**src/sv/x86_branch_target_converter_unit_defines.svh**
```systemverilog
// Assertion macros for the x86 branch target converter.
`ifndef X86_BRANCH_TARGET_CONVERTER_UNIT_DEFINES_SVH
`define X86_BRANCH_TARGET_CONVERTER_UNIT_DEFINES_SVH

`ifndef SYNTHESIS

`define BCJC_ASSERT_IMPLY(label, ante, cons, msg) \
  label: assert property (@(posedge clk) disable iff (!rst_n) (ante) |-> (cons)) \
    else $error(msg);

`define BCJC_ASSERT_NEXT(label, ante, cons, msg) \
  label: assert property (@(posedge clk) disable iff (!rst_n) (ante) |=> (cons)) \
    else $error(msg);

`else

`define BCJC_ASSERT_IMPLY(label, ante, cons, msg)

`define BCJC_ASSERT_NEXT(label, ante, cons, msg)

`endif

`endif

```
**src/sv/bcjc_pkg.sv**
```systemverilog
// Types, opcodes and helper functions shared by the branch converter modules.
package bcjc_pkg;

  localparam logic [7:0] OpCall     = 8'hE8;
  localparam logic [7:0] OpJump     = 8'hE9;
  localparam logic [7:0] OpEscape   = 8'h0F;
  localparam logic [7:0] CondMask   = 8'hF0;
  localparam logic [7:0] CondCode   = 8'h80;
  localparam logic [7:0] BranchMask = 8'hFE;

  localparam logic [8:0] CtxJump = 9'd256;
  localparam logic [8:0] CtxCond = 9'd257;

  localparam logic [1:0] KindMain   = 2'd0;
  localparam logic [1:0] KindStatus = 2'd1;
  localparam logic [1:0] KindCall   = 2'd2;
  localparam logic [1:0] KindJump   = 2'd3;

  localparam logic [1:0] PhMain = 2'd0;
  localparam logic [1:0] PhStat = 2'd1;
  localparam logic [1:0] PhTgt  = 2'd2;

  localparam int NumSlots = 5;
  localparam logic [2:0] LastSlot = 3'd4;

  // slot 0 is the examined head byte, slots 1..4 the tail flushed at image end
  typedef struct packed {
    logic [NumSlots-1:0]       slot_vld;
    logic [NumSlots-1:0][7:0]  slot_op;
    logic [NumSlots-1:0]       slot_stat;
    logic [NumSlots-1:0][8:0]  slot_ctx;
    logic                      conv;
    logic                      is_call;
    logic [31:0]               target;
    logic                      eoi;
  } job_t;

  function automatic logic is_cond(input logic [7:0] prev, input logic [7:0] op);
    return (prev == OpEscape) && ((op & CondMask) == CondCode);
  endfunction

  function automatic logic [8:0] ctx_of(input logic [7:0] prev, input logic [7:0] op);
    logic [8:0] ctx;
    if (op == OpCall) begin
      ctx = {1'b0, prev};
    end else if (op == OpJump) begin
      ctx = CtxJump;
    end else begin
      ctx = CtxCond;
    end
    return ctx;
  endfunction

endpackage

```
**src/sv/bcjc_core.sv**
```systemverilog
// Lookahead window, position tracking and per-byte branch decision.
module bcjc_core (
  input  logic              clk,
  input  logic              rst_n,
  input  logic              fire,
  input  logic [7:0]        data_byte,
  input  logic [31:0]       image_length,
  output bcjc_pkg::job_t    job,
  output logic              job_vld
);
  import bcjc_pkg::*;

  localparam int LookDepth = 4;
  localparam int OpLen     = 5;

  logic [3:0][7:0] la_r, la_nxt, la_w;
  logic [2:0]      fill_r, fill_nxt, fill_w, last_idx;
  logic [7:0]      prior_r, prior_nxt, prior_w;
  logic [31:0]     pos_r, pos_nxt;

  logic        ignore, head_vld, is_br, conv, final_beat;
  logic [7:0]  op;
  logic [31:0] src;
  logic [32:0] dst;
  logic [3:0]  tvld;
  logic [7:0]  prev_b;

  always_comb begin
    ignore   = pos_r >= image_length;
    head_vld = !ignore && fill_r[2];
    op       = la_r[0];
    is_br    = ((op & BranchMask) == OpCall) || is_cond(prior_r, op);
    src      = {data_byte, la_r[3], la_r[2], la_r[1]};
    dst      = {1'b0, pos_r} + {1'b0, src} + 33'(OpLen - LookDepth);
    conv     = is_br && (dst < {1'b0, image_length});

    la_w    = la_r;
    fill_w  = fill_r;
    prior_w = prior_r;
    if (fill_r[2]) begin
      if (conv) begin
        fill_w  = 3'd0;
        prior_w = data_byte;
      end else begin
        la_w    = {data_byte, la_r[3], la_r[2], la_r[1]};
        prior_w = op;
      end
    end else begin
      la_w[fill_r[1:0]] = data_byte;
      fill_w            = fill_r + 3'd1;
    end

    pos_nxt    = pos_r + 32'd1;
    final_beat = !ignore && (pos_nxt == image_length);
    last_idx   = fill_w - 3'd1;

    job          = '0;
    job.slot_vld[0]  = head_vld;
    job.slot_op[0]   = op;
    job.slot_stat[0] = is_br;
    job.slot_ctx[0]  = ctx_of(prior_r, op);
    job.conv         = conv;
    job.is_call      = (op == OpCall);
    job.target       = dst[31:0];
    job.eoi          = final_beat;
    for (int i = 0; i < LookDepth; i++) begin
      tvld[i] = final_beat && (i < int'(fill_w));
      prev_b  = (i == 0) ? prior_w : la_w[(i == 0) ? 0 : i - 1];
      job.slot_vld[i+1]  = tvld[i];
      job.slot_op[i+1]   = la_w[i];
      job.slot_stat[i+1] = (la_w[i] == OpCall) || (la_w[i] == OpJump) ||
                           is_cond(prev_b, la_w[i]);
      job.slot_ctx[i+1]  = ctx_of(prev_b, la_w[i]);
    end
    job_vld = |job.slot_vld;

    la_nxt    = la_w;
    fill_nxt  = fill_w;
    prior_nxt = prior_w;
    if (final_beat) begin
      fill_nxt = 3'd0;
      if (fill_w != 3'd0) begin
        prior_nxt = la_w[last_idx[1:0]];
      end
    end
  end

  always_ff @(posedge clk) begin
    if (!rst_n) begin
      la_r    <= '0;
      fill_r  <= '0;
      prior_r <= '0;
      pos_r   <= '0;
    end else if (fire && !ignore) begin
      la_r    <= la_nxt;
      fill_r  <= fill_nxt;
      prior_r <= prior_nxt;
      pos_r   <= pos_nxt;
    end
  end

endmodule

```
**src/sv/bcjc_emit.sv**
```systemverilog
// Result sequencer: walks one job's slots and feeds the output register.
module bcjc_emit (
  input  logic              clk,
  input  logic              rst_n,
  input  logic              job_load,
  input  bcjc_pkg::job_t    job_in,
  output logic              job_take,
  output logic              busy,
  input  logic              out_stall,
  output logic              out_valid,
  output logic [1:0]        out_stream_kind,
  output logic [31:0]       out_value,
  output logic [8:0]        out_context_index,
  output logic              out_last_of_run,
  output logic              out_end_of_image
);
  import bcjc_pkg::*;

  job_t        job_r;
  logic        job_vld_r, job_vld_nxt;
  logic [2:0]  slot_r, slot_nxt, slot_inc;
  logic [1:0]  phase_r, phase_nxt;

  logic        out_vld_r, out_vld_nxt;
  logic [1:0]  kind_r, kind_c;
  logic [31:0] value_r, value_c;
  logic [8:0]  ctx_r, ctx_c;
  logic        last_r, eoi_r;

  logic        issue, more, has_next, job_last;
  logic [7:0]  mask_ext;

  always_comb begin
    issue    = job_vld_r && (!out_vld_r || !out_stall);
    slot_inc = slot_r + 3'd1;
    mask_ext = {3'b000, job_r.slot_vld};
    has_next = (slot_r != LastSlot) && mask_ext[slot_inc];

    case (phase_r)
      PhMain: begin
        kind_c  = KindMain;
        value_c = {24'd0, job_r.slot_op[slot_r]};
        ctx_c   = '0;
        more    = job_r.slot_stat[slot_r];
      end
      PhStat: begin
        kind_c  = KindStatus;
        value_c = {31'd0, (slot_r == 3'd0) && job_r.conv};
        ctx_c   = job_r.slot_ctx[slot_r];
        more    = (slot_r == 3'd0) && job_r.conv;
      end
      PhTgt: begin
        kind_c  = job_r.is_call ? KindCall : KindJump;
        value_c = job_r.target;
        ctx_c   = '0;
        more    = 1'b0;
      end
      default: begin
        kind_c  = KindMain;
        value_c = '0;
        ctx_c   = '0;
        more    = 1'b0;
      end
    endcase

    job_last = !more && !has_next;
    job_take = !job_vld_r || (issue && job_last);
    busy     = job_vld_r;

    job_vld_nxt = job_vld_r;
    slot_nxt    = slot_r;
    phase_nxt   = phase_r;
    if (job_load) begin
      job_vld_nxt = 1'b1;
      slot_nxt    = job_in.slot_vld[0] ? 3'd0 : 3'd1;
      phase_nxt   = PhMain;
    end else if (issue) begin
      if (more) begin
        phase_nxt = (phase_r == PhMain) ? PhStat : PhTgt;
      end else if (has_next) begin
        slot_nxt  = slot_inc;
        phase_nxt = PhMain;
      end else begin
        job_vld_nxt = 1'b0;
      end
    end

    out_vld_nxt = issue ? 1'b1 : (out_stall ? out_vld_r : 1'b0);
  end

  always_ff @(posedge clk) begin
    if (!rst_n) begin
      job_vld_r <= 1'b0;
      slot_r    <= '0;
      phase_r   <= PhMain;
      out_vld_r <= 1'b0;
    end else begin
      job_vld_r <= job_vld_nxt;
      slot_r    <= slot_nxt;
      phase_r   <= phase_nxt;
      out_vld_r <= out_vld_nxt;
    end
  end

  always_ff @(posedge clk) begin
    if (job_load) begin
      job_r <= job_in;
    end
    if (issue) begin
      kind_r  <= kind_c;
      value_r <= value_c;
      ctx_r   <= ctx_c;
      last_r  <= job_last;
      eoi_r   <= job_last && job_r.eoi;
    end
  end

  assign out_valid         = out_vld_r;
  assign out_stream_kind   = kind_r;
  assign out_value         = value_r;
  assign out_context_index = ctx_r;
  assign out_last_of_run   = last_r;
  assign out_end_of_image  = eoi_r;

endmodule

```
**src/sv/x86_branch_target_converter_unit.sv**
```systemverilog
// Top level of the x86 branch target converter (status/call/jump split).
//
// Write the image length through cfg_wr_en/cfg_wr_data while idle, then send
// the image one byte per beat on in_valid/in_data_byte. Each accepted byte
// yields 0 to 10 result beats on out_*: main bytes, status decisions with
// their context, and converted call or jump targets. out_last_of_run marks the
// final beat caused by one input byte, out_end_of_image the final beat of the
// image. Bytes beyond the programmed length are taken and dropped.
// The first result beat of a byte passes through the job register and then
// the output register before it is valid on out_*. Throughput: one result
// beat per cycle while out_stall is low; a byte is taken in the cycle its
// predecessor's last result beat is issued. The one-beat sequencer sets this
// rate.
// Reset clears the window, position, prior byte, length and both valids.
// While out_stall is high the output beat holds and in_stall rises once the
// pending job can no longer advance.
module x86_branch_target_converter_unit (
  input  logic        clk,
  input  logic        rst_n,
  input  logic        cfg_wr_en,
  input  logic [31:0] cfg_wr_data,
  input  logic        in_valid,
  output logic        in_stall,
  input  logic [7:0]  in_data_byte,
  output logic        out_valid,
  input  logic        out_stall,
  output logic [1:0]  out_stream_kind,
  output logic [31:0] out_value,
  output logic [8:0]  out_context_index,
  output logic        out_last_of_run,
  output logic        out_end_of_image
);
  import bcjc_pkg::*;

  `include "x86_branch_target_converter_unit_defines.svh"

  logic [31:0] image_length_r;
  logic        in_fire, job_take, job_vld, busy;
  logic        zero_take, tgt_beat;
  job_t        job;

  always_ff @(posedge clk) begin
    if (!rst_n) begin
      image_length_r <= '0;
    end else if (cfg_wr_en) begin
      image_length_r <= cfg_wr_data;
    end
  end

  assign in_stall = !job_take;
  assign in_fire  = in_valid && !in_stall;

  bcjc_core u_core (
    .clk          (clk),
    .rst_n        (rst_n),
    .fire         (in_fire),
    .data_byte    (in_data_byte),
    .image_length (image_length_r),
    .job          (job),
    .job_vld      (job_vld)
  );

  bcjc_emit u_emit (
    .clk               (clk),
    .rst_n             (rst_n),
    .job_load          (in_fire && job_vld),
    .job_in            (job),
    .job_take          (job_take),
    .busy              (busy),
    .out_stall         (out_stall),
    .out_valid         (out_valid),
    .out_stream_kind   (out_stream_kind),
    .out_value         (out_value),
    .out_context_index (out_context_index),
    .out_last_of_run   (out_last_of_run),
    .out_end_of_image  (out_end_of_image)
  );

  assign zero_take = out_valid && !out_stall && (out_stream_kind == KindStatus) &&
                     (out_value == 32'd0);
  assign tgt_beat  = out_valid && ((out_stream_kind == KindCall) ||
                                   (out_stream_kind == KindJump));

  `BCJC_ASSERT_IMPLY(a_eoi_is_last, out_valid && out_end_of_image, out_last_of_run, "eoi not last")
  `BCJC_ASSERT_IMPLY(a_idle_no_stall, !busy, !in_stall, "input stalled while idle")
  `BCJC_ASSERT_IMPLY(a_ctx_range, out_valid, out_context_index <= CtxCond, "context out of range")
  `BCJC_ASSERT_NEXT(a_no_target_after_zero, zero_take, !tgt_beat, "target after status 0")

endmodule

```
**config.mk**
```make
export PLATFORM = sky130hd
export DESIGN_NAME = x86_branch_target_converter_unit
export DESIGN_NICKNAME = d
export VERILOG_FILES = /design/src/sv/bcjc_pkg.sv /design/src/sv/bcjc_core.sv /design/src/sv/bcjc_emit.sv /design/src/sv/x86_branch_target_converter_unit.sv
export VERILOG_INCLUDE_DIRS = /design/src /design/src/sv
export SDC_FILE = /design/constraint.sdc
export NUM_CORES = 1
export LEC_CHECK = 0
export BUFFER_PORTS_ARGS = -buffer_cell sky130_fd_sc_hd__buf_2
export CORE_ASPECT_RATIO = 1.2
export CORE_MARGIN = 2
export CORE_UTILIZATION = 25
export CTS_BUF_LIST = sky130_fd_sc_hd__clkbuf_4 sky130_fd_sc_hd__clkbuf_8
export CTS_CLUSTER_DIAMETER = 30
export CTS_CLUSTER_SIZE = 12
export DETAILED_ROUTE_END_ITERATION = 12
export PLACE_DENSITY_LB_ADDON = 0.05
export SYNTH_ARGS = -nofsm -noshare
export SYNTH_HDL_FRONTEND = slang
export SYNTH_SLANG_ARGS = --single-unit
```
**constraint.sdc**
```tcl
create_clock -name clk -period 8.95 [get_ports clk]
set_input_delay 1.3425 -clock clk [delete_from_list [all_inputs] [get_ports clk]]
set_output_delay 1.3425 -clock clk [all_outputs]
set_load 0.01 [all_outputs]
```
==> Word-level counts from Yosys, hierarchy flattened <==
Cells that the tools add are included.
{ "word_totals": {"wordCells": 185, "output_inout_bits": 47, "reg_bits": 289, "in_bits": 45} }
{ "classes": {"magnitude_cmp": 11, "eq_ne": 28, "mux": 50, "bitwise_logic": 1, "add_sub_neg": 6, "reduce_logical": 51} }
{ "op_table": {"columns": ["op", "count"], "rows": [
  ["$mux 8", 12],
  ["$pmux 32 s3", 1],
  ["$eq 8x8->1 const B", 10],
  ["$mux 32", 2],
  ["$eq 8x4->1 const B", 5],
  ["$add 32x32->33", 1],
  ["$add 33x1->33 const B", 1],
  ["$lt 33x32->1", 1],
  ["$add 32x1->32 const B", 1],
  ["$bwmux 32", 1],
  ["$eq 32x32->1", 1],
  ["$ge 32x32->1", 1],
  ["$bmux 9 s3", 1],
  ["$bmux 8 s3", 1],
  ["$logic_and 1x1->1", 22],
  ["$mux 3", 7],
  ["$eq 4x4->1 const B", 5],
  ["$bmux 8 s2", 1],
  ["$demux 8 s2", 1],
  ["$mux 1", 15],
  ["$logic_or 1x1->1", 11],
  ["$mux 9", 1],
  ["$lt 3x4->1 const B", 2],
  ["$eq 7x7->1 const B", 1],
  ["other kinds (24)", 42]
]} }

==> Logic depth before layout (Yosys ltp) <==
Gate-level depths: netlist of run 1.
{ "logic_depth": {"ltp_word": 12, "depth_mapped": 29, "depth_no_buf": 26} }

==> Modules after synthesis <==
Synthesis of run 1 repeated with hierarchy kept, for this count alone.
{ "unflattened": {"cells_unflattened": 1758, "hier_area_um2": 17566.8} }
{ "modules_own_cells": {"columns": ["module", "instances", "seq_area_each_um2", "cells_per_inst", "area_per_inst_um2"], "rows": [
  ["bcjc_core", 1, 1501.4, 1312, 9556.7],
  ["bcjc_emit", 1, 5395.2, 340, 6750.2],
  ["x86_branch_target_converter_unit", 1, 640.6, 106, 1260.0]
]} }

==> Least setup slack after synthesis of run 1 <==
No wires, ideal clock.
{ "synth_timing": {"path_kind": "register -> register", "start": "reg u_emit.slot_r[0]", "end": "reg u_emit.job_r[0] (netlist name) (enable)", "arrival_ns": 6.266, "setup_slack_ns": 2.202, "required_ns": 8.468, "path_stages_with_launch": 17, "period_less_slack_ns": 6.748, "cell_sequence": "dfxtp_1 -> buf_2 -> buf_1 -> buf_1 -> inv_1 -> ha_1 -> mux4_2 -> mux2i_1 -> nor3_1 -> nor3b_2 -> nand2_1 -> nand2_2 -> inv_2 -> nor4b_4 -> buf_2 -> o21ai_0 -> inv_1"} }
{ "synth_between": {"elab_chain_cells": 10, "elab_cells_between_ends": 17, "cone_classes": "1 x add/sub; 1 x eq/ne; 5 x mux; 10 x reduce/logical"} }
{ "synth_lines": {"columns": ["item", "line_no", "rtl"], "rows": [
  ["start, declared", "bcjc_emit.sv:21", "logic [2:0] slot_r, slot_nxt, slot_inc;"],
  ["start signal, assigned", "bcjc_emit.sv:99", "slot_r <= slot_nxt;"],
  ["$add 3x1->3", "bcjc_emit.sv:35", "slot_inc = slot_r + 3'd1;"],
  ["$bmux 1 s3", "bcjc_emit.sv:37", "has_next = (slot_r != LastSlot) && mask_ext[slot_inc];"],
  ["$mux 1 (not written as such)", "bcjc_emit.sv:37", null],
  ["$logic_and 1x1->1", "bcjc_emit.sv:37", null],
  ["$logic_not 1->1", "bcjc_emit.sv:66", "job_last = !more && !has_next;"],
  ["$logic_and 1x1->1 *", "bcjc_emit.sv:66", null],
  ["net u_emit.job_last", "bcjc_emit.sv:30", "logic issue, more, has_next, job_last;"],
  ["$logic_and 1x1->1 *", "bcjc_emit.sv:67", "job_take = !job_vld_r || (issue && job_last);"],
  ["$logic_or 1x1->1 *", "bcjc_emit.sv:67", null],
  ["$logic_and 1x1->1 *", "x86_branch_target_converter_unit.sv:51", "assign in_fire = in_valid && !in_stall;"],
  ["$logic_and 1x1->1 *", "x86_branch_target_converter_unit.sv:66", ".job_load (in_fire && job_vld),"],
  ["net u_emit.job_load", "bcjc_emit.sv:5", "input logic job_load,"],
  ["end signal, assigned", "bcjc_emit.sv:107", "job_r <= job_in;"],
  ["end, declared", "bcjc_emit.sv:19", "job_t job_r;"]
]} }
The timed path passes the listed nets; every way through them passes the cells marked *. The select of a mux whose other input is x is not followed.
A chain may end at the register's enable or synchronous reset.

==> results of run 1 <==
-- layer usage --
metal | share of wire (%) | global-route usage (%) | routed length (microns)
met1 | 43 | 23.25 | 29760
met2 | 50 | 33.38 | 34670
met4 | 3.1 | 7.361 | 2169
met3 | 3.4 | 2.905 | 2366
met5 | 0 | 0 | 0
-- cells in the mapped netlist, types with 19 or more instances --
cell type	count	share of area (%)
o21ai_0	78	2.2
clkbuf_1	42	0.89
xnor2_1	56	2.8
nor2_1	123	2.6
ha_1	108	7.6
dfxtp_1	114	13
a211oi_1	19	0.80
mux2i_1	66	3.7
a21o_1	26	1.1
nand4_1	31	1.1
xor2_1	28	1.4
mux4_2	19	2.4
nand2_1	115	2.4
inv_1	86	1.8
edfxtp_1	175	30
nand3_1	33	0.93
nor3_1	31	0.87
a21oi_1	86	2.4
nand2b_1	25	0.88
and2_1	49	1.7
nor2b_1	55	1.9
-- area by class of cell --
cell class | count | area (sq um)
Fill cell | 7483 | 49510
Antenna cell | 3 | 7.507
Sequential cell | 289 | 7538
Inverter | 93 | 356.6
Timing Repair Buffer | 115 | 648.1
Tap cell | 926 | 1159
Multi-Input combinational cell | 1276 | 9507
Clock buffer | 131 | 1622
Clock inverter | 36 | 337.8
-- metrics by stage --
stage	worst slack [ns]	area [sq um]	total power, mW
finish	0.9039	21180	3.960
global route	0.3186	21180	4.149
CTS	0.7372	21170	4.037
detailed placement	0.7979	19210	1.931
global placement	0.8788	19210	1.933
floorplan	2.202	17810	1.742
-- cells by family after synthesis --
group	after synthesis	share of synthesized area [%]
xor gates and xnor gates	85	4.265
AOI/OAI and AO/OA	391	15.49
buffers and inverters	175	4.363
DFF	289	42.33
adders and majority gates	109	7.701
muxes	96	6.823
and+or+nand+nor	595	19.03
-- worst min-delay path by stage --
stage | endpoint | cells past startpoint
final | u_emit.out_value[19] | 1
after global routing | u_emit.out_end_of_image | 1
after CTS | u_emit.out_value[19] | 1
after detailed placement | u_emit.out_value[19] | 1
after global placement | u_emit.out_value[27] | 1
after floorplan | u_emit.job_r[90] | 0
-- state kept, by name (all words and copies together) (netlist names) --
register                  cells
u_core.fill_r                 3
u_core.prior_r                8
u_emit.out_last_of_run        1
u_emit.out_value             32
u_emit.out_valid              1
u_core.op                     8
u_emit.out_context_index      9
image_length_r               32
u_emit.phase_r                2
u_core.la_r                  24
u_emit.out_end_of_image       1
u_emit.out_stream_kind        2
u_emit.slot_r                 3
u_emit.busy                   1
u_emit.job_r                130
u_core.pos_r                 32
-- report_power, final --
group	internal, mW	switching [mW]
registers	1.44	0.0472
logic	0.144	0.274
clock network	1.28	0.774
total	2.87	1.10
-- worst max-delay path, delay by kind of cell (launching register included) --
| family | cells | cell delay (ns) |
|---|---|---|
| compound gates | 11 | 3.72 |
| simple gates | 8 | 2.81 |
| flops | 1 | 0.62 |
| fa+ha+maj | 2 | 0.66 |
==> out/qor.csv, run 1 <==
metric,value,unit
status,finished clean,
"Arr. time, crit path",8.49,ns
slowest library cell on the worst path,o21ai_0,
post-synthesis sequential area ratio,42.33,%
IO Port Bufs,91,
relative slew slack,9.974,%
clock latency on the worst-skew pair,0.69,ns
post-synthesis cell type count,116,
Via density,4.911,
# setup viols final,0,
Tcrit/Tclk final,89.90,%
asr flop ratio synth,0,%
R2R depth,21,
DRT iter0 DRCs,763,
critical path startpoint category,register,
Final Slew Violations,0,
Tmin final,8.046,ns
RSZ-0062 raised after global routing,false,
post-synth net total,1894,
"Req. time, crit path",9.40,ns
CP endpoint kind,register,
Die Span Y,296.4,microns
final std cells w/o fill,2869,
setup TNS,0,ns
root buffer cell,clkbuf_8,
CP endpoint,u_emit.job_r[76],
GRT Resource Usage Total,19.00,%
Residual DRC,0,
CTS Hold Bufs,0,
pwr/cell area,187.0,nW/um^2
min-delay src,u_emit.job_r[20],
Worst Setup SP,u_core.pos_r[2],
PostCTS Resize Cnt,0,
Worst Hold Class,reg -> reg,
"commonest non-fill, non-tap cells in the layout","175 x edfxtp_1, 123 x nor2_1, 115 x nand2_1",
Longest Clk Path Bufs,3,
Die Wd,247.6,microns
initial core utilization,25.19,%
Die Area,73390,sq um
f_max,124.3,MHz
Total Wirelength,68.97,mm
Cells after Synth,1740,
GPL Wtd Cong,0.8595,
CP Class,reg -> reg,
worst-path fanout max,14,
"critical path, cell by cell",ha_1 > nor2b_1 > o31a_1 > o21bai_1 > a31oi_1 > o21ai_0 > nand2b_1 > a31oi_1 > o311ai_0 > and4_1 > nor3_1 > ha_1 > a211oi_1 > o21ai_1 > a211oi_1 > a21boi_1 > nor4_4 > nor2_1 > o21ai_0 > nand2_1 > nor3_1,
syn avg cell area,10.23,sq um
CTS tree,built,
Syn. warnings,0,
clock buffer count from CTS,89,
worst clock skew,0.04460,ns
DR WL/cell,24.04,microns
Synth Flop Type,edfxtp_1,
Leakage Power,8.376,nW
post-layout util,29.96,%
Synth Register Bits,289,
Post-Syn Area,17810,sq um
# Post-CTS Setup Buffers,0,
"slowest stage delay, CP",1.15,ns
H-Tree Level Count,3,
DRT antenna net count,0,
FF-to-FF End,u_emit.job_r[76],
"most common cell after layout, fill and taps aside",edfxtp_1,
via count,14089,
flop2flop setup slack,0.90,ns
VDD IR-drop max,0.00008246,V
clk slew on worst S/H paths,0.06,ns
initial antenna violation count,1,
Area Overhead vs Synth,18.92,%
Post-synth EDFFs,175,
vias in the first global route,14665,
DRT Pass-1 Iters,6,
Worst-Margin Slew,1.336,ns
io pins,92,
area of the core,70690,sq um
Post-DP HPWL,51.93,mm
placed insts,2699,
share of cells above drive strength 1,20.31,%
total of max-cap violations,0,
RR Startpoint,u_core.pos_r[2],
number of clock sinks,289,
Core Rows,107,
largest net degree at the start of global routing,89,
final hold slack,0.5235,ns
gr ovfl total,0,
first-pass GRT wire length,101.3,mm
layout net count,2018,
final count of hold timing violations,0,
Note: power is estimated with default switching activity, not from simulation.
==> run 2, diff against run 1 <==
--- a/config.mk
+++ b/config.mk
@@ -6,6 +6,7 @@
 export SDC_FILE = /design/constraint.sdc
 export NUM_CORES = 1
 export LEC_CHECK = 0
+export ABC_AREA = 1
 export BUFFER_PORTS_ARGS = -buffer_cell sky130_fd_sc_hd__buf_2
 export CORE_ASPECT_RATIO = 1.2
 export CORE_MARGIN = 2
@@ -15,6 +16,7 @@
 export CTS_CLUSTER_SIZE = 12
 export DETAILED_ROUTE_END_ITERATION = 12
 export PLACE_DENSITY_LB_ADDON = 0.05
+export SKIP_LAST_GASP = 1
 export SYNTH_ARGS = -nofsm -noshare
 export SYNTH_HDL_FRONTEND = slang
 export SYNTH_SLANG_ARGS = --single-unit
==> constraint.sdc (replaced) <==
create_clock -name clk -period 8.95 [get_ports clk]
set_input_delay 1.3425 -clock clk [delete_from_list [all_inputs] [get_ports clk]]
set_output_delay 1.3425 -clock clk [all_outputs]
set_load 0.005 [all_outputs]
==> out/qor.csv, run 2 <==
metric,value,unit
status,finished clean,
post-synth top area share,30.00,%
CP endpoint kind,register,
largest net degree at the start of global routing,73,
Worst Setup SP,u_core.pos_r[0],
relative slew slack,34.94,%
clk slew on worst S/H paths,0.05,ns
Post-Syn Area,17520,sq um
clock latency on the worst-skew pair,0.67,ns
synth top area cells,"edfxtp_1 30%, dfxtp_1 13%, nand2_1 8.8%",
DR WL/cell,21.61,microns
"slowest stage delay, CP",0.74,ns
CTS Hold Bufs,0,
clock buffer count from CTS,85,
RR Startpoint,u_core.pos_r[0],
total of max-cap violations,0,
Longest Clk Path Bufs,3,
worst clock skew,0.03013,ns
post-synth net total,2371,
asr flop ratio synth,0,%
Residual DRC,0,
Leakage Power,9.189,nW
Tmin final,7.501,ns
Synth Flop Type,edfxtp_1,
pre-CTS setup slack,1.534,ns
CP endpoint,u_core.prior_r[1],
Biggest register,u_emit.job_r,
R2R depth,31,
vias in the first global route,15908,
"most common cell after layout, fill and taps aside",nand2_1,
root buffer cell,clkbuf_8,
DRT iter0 DRCs,931,
"Req. time, crit path",9.53,ns
PostCTS Resize Cnt,0,
gr ovfl total,0,
Post-DP HPWL,53.61,mm
FF-to-FF End,u_core.prior_r[1],
most instantiated library cell after synthesis,nand2_1,
number of clock sinks,289,
GPL Wtd Cong,0.8871,
critical path startpoint category,register,
DRT Pass-1 Iters,5,
syn avg cell area,7.902,sq um
Syn. warnings,0,
Die Area,72210,sq um
Post-synth EDFFs,175,
first-pass GRT wire length,104.9,mm
Worst-Margin Slew,0.9723,ns
Most common cell on crit path,nand2_1,
hold path depth,2,
Final Slew Violations,0,
Final Worst Setup Slack,1.449,ns
"Arr. time, crit path",8.09,ns
Die Span Y,294.0,microns
H-Tree Level Count,3,
Worst Hold Class,reg -> reg,
area of the core,69500,sq um
Largest register FFs,130,
CTS tree,built,
initial core utilization,25.21,%
DRT antenna net count,0,
worst-path fanout max,46,
post-synthesis sequential area ratio,43.03,%
f_max,133.3,MHz
post-synthesis cell type count,56,
via count,15798,
final count of hold timing violations,0,
final std cells w/o fill,3325,
Die Wd,245.6,microns
Synth Register Bits,289,
Power Total,7.561,mW
pwr/cell area,360.4,nW/um^2
layout net count,2489,
"commonest non-fill, non-tap cells in the layout","409 x nand2_1, 296 x inv_1, 224 x a21oi_1",
initial antenna violation count,2,
Synth area leader,edfxtp_1,
share of cells above drive strength 1,14.38,%
flop2flop setup slack,1.45,ns
GRT Resource Usage Total,19.92,%
CP Class,reg -> reg,
setup TNS,0,ns
Via density,4.751,
Area Overhead vs Synth,19.78,%
# setup viols final,0,
slowest library cell on the worst path,ha_1,
Commonest cells post-synth,"410 x nand2_1, 298 x inv_1, 224 x a21oi_1",
IO Port Bufs,91,
Core Rows,106,
VDD IR-drop max,0.0001566,V
Cells after Synth,2217,
io pins,92,
# Post-CTS Setup Buffers,0,
Tcrit/Tclk final,83.80,%
placed insts,3166,
Total Wirelength,71.84,mm
RSZ-0062 raised after global routing,false,
-- run 2: cells by family after synthesis --
| family | Yosys count | synth area share, % |
|---|---|---|
| simple gates | 863 | 22.23 |
| compound gates | 506 | 15.24 |
| buf+inv | 392 | 8.778 |
| flops | 289 | 43.03 |
| fa+ha+maj | 109 | 7.828 |
| xor+xnor | 58 | 2.900 |
-- run 2: cell type report --
| class | count | area [sq um] |
|---|---|---|
| clock buffers | 117 | 1498 |
| repair buffers | 111 | 618.1 |
| diodes | 1 | 2.502 |
| fillers | 7618 | 48510 |
| inverters | 312 | 1174 |
| well taps | 918 | 1149 |
| multi-input cells | 1536 | 8446 |
| flip-flops and latches | 289 | 7538 |
| clock inverters | 41 | 558.0 |
-- run 2: worst min path at each step --
stage | endpoint | from
3_5_place_dp | u_emit.job_r[87] | u_core.op[2]
6_report | u_emit.out_valid | u_emit.out_valid
5_1_grt | u_emit.job_r[87] | u_core.op[2]
4_1_cts | u_emit.job_r[92] | u_core.op[7]
2_1_floorplan | u_emit.job_r[87] | u_core.op[2]
3_3_place_gp | u_emit.job_r[87] | u_core.op[2]
-- run 2: worst max-delay path: cells and delay by family, from the launching register on --
| family | cells | cell delay, ns |
|---|---|---|
| compound gates | 9 | 1.67 |
| xor+xnor | 1 | 0.15 |
| fa+ha+maj | 4 | 1.73 |
| buf+inv | 4 | 1.15 |
| flops | 1 | 0.50 |
| simple gates | 13 | 2.20 |
-- run 2: metal layers --
metal | up-vias | share of wire, % | GRT usage (%)
met2 | 376 | 51 | 35.90
li1 | 7727 | - | -
met5 | - | 0 | 0
met4 | 0 | 3.6 | 7.908
met3 | 115 | 3.8 | 2.882
met1 | 7580 | 41 | 23.59
-- run 2: power breakdown --
part | switching, mW | internal (mW) | leakage (nW) | total, mW
Clock | 0.762 | 1.46 | 1.06 | 2.22
Sequential | 0.298 | 1.68 | 2.70 | 1.98
Combinational | 2.37 | 0.988 | 5.43 | 3.36
-- run 2: metrics by stage --
stage          instance area (sq um)  util, %  hold WS [ns]
6_report                       20980    30.19        0.4959
2_1_floorplan                  17520        -        0.4308
3_3_place_gp                   18920    27.23        0.4701
5_1_grt                        20980    30.19        0.5264
3_5_place_dp                   18920    27.23        0.4904
4_1_cts                        20980    30.19        0.4993
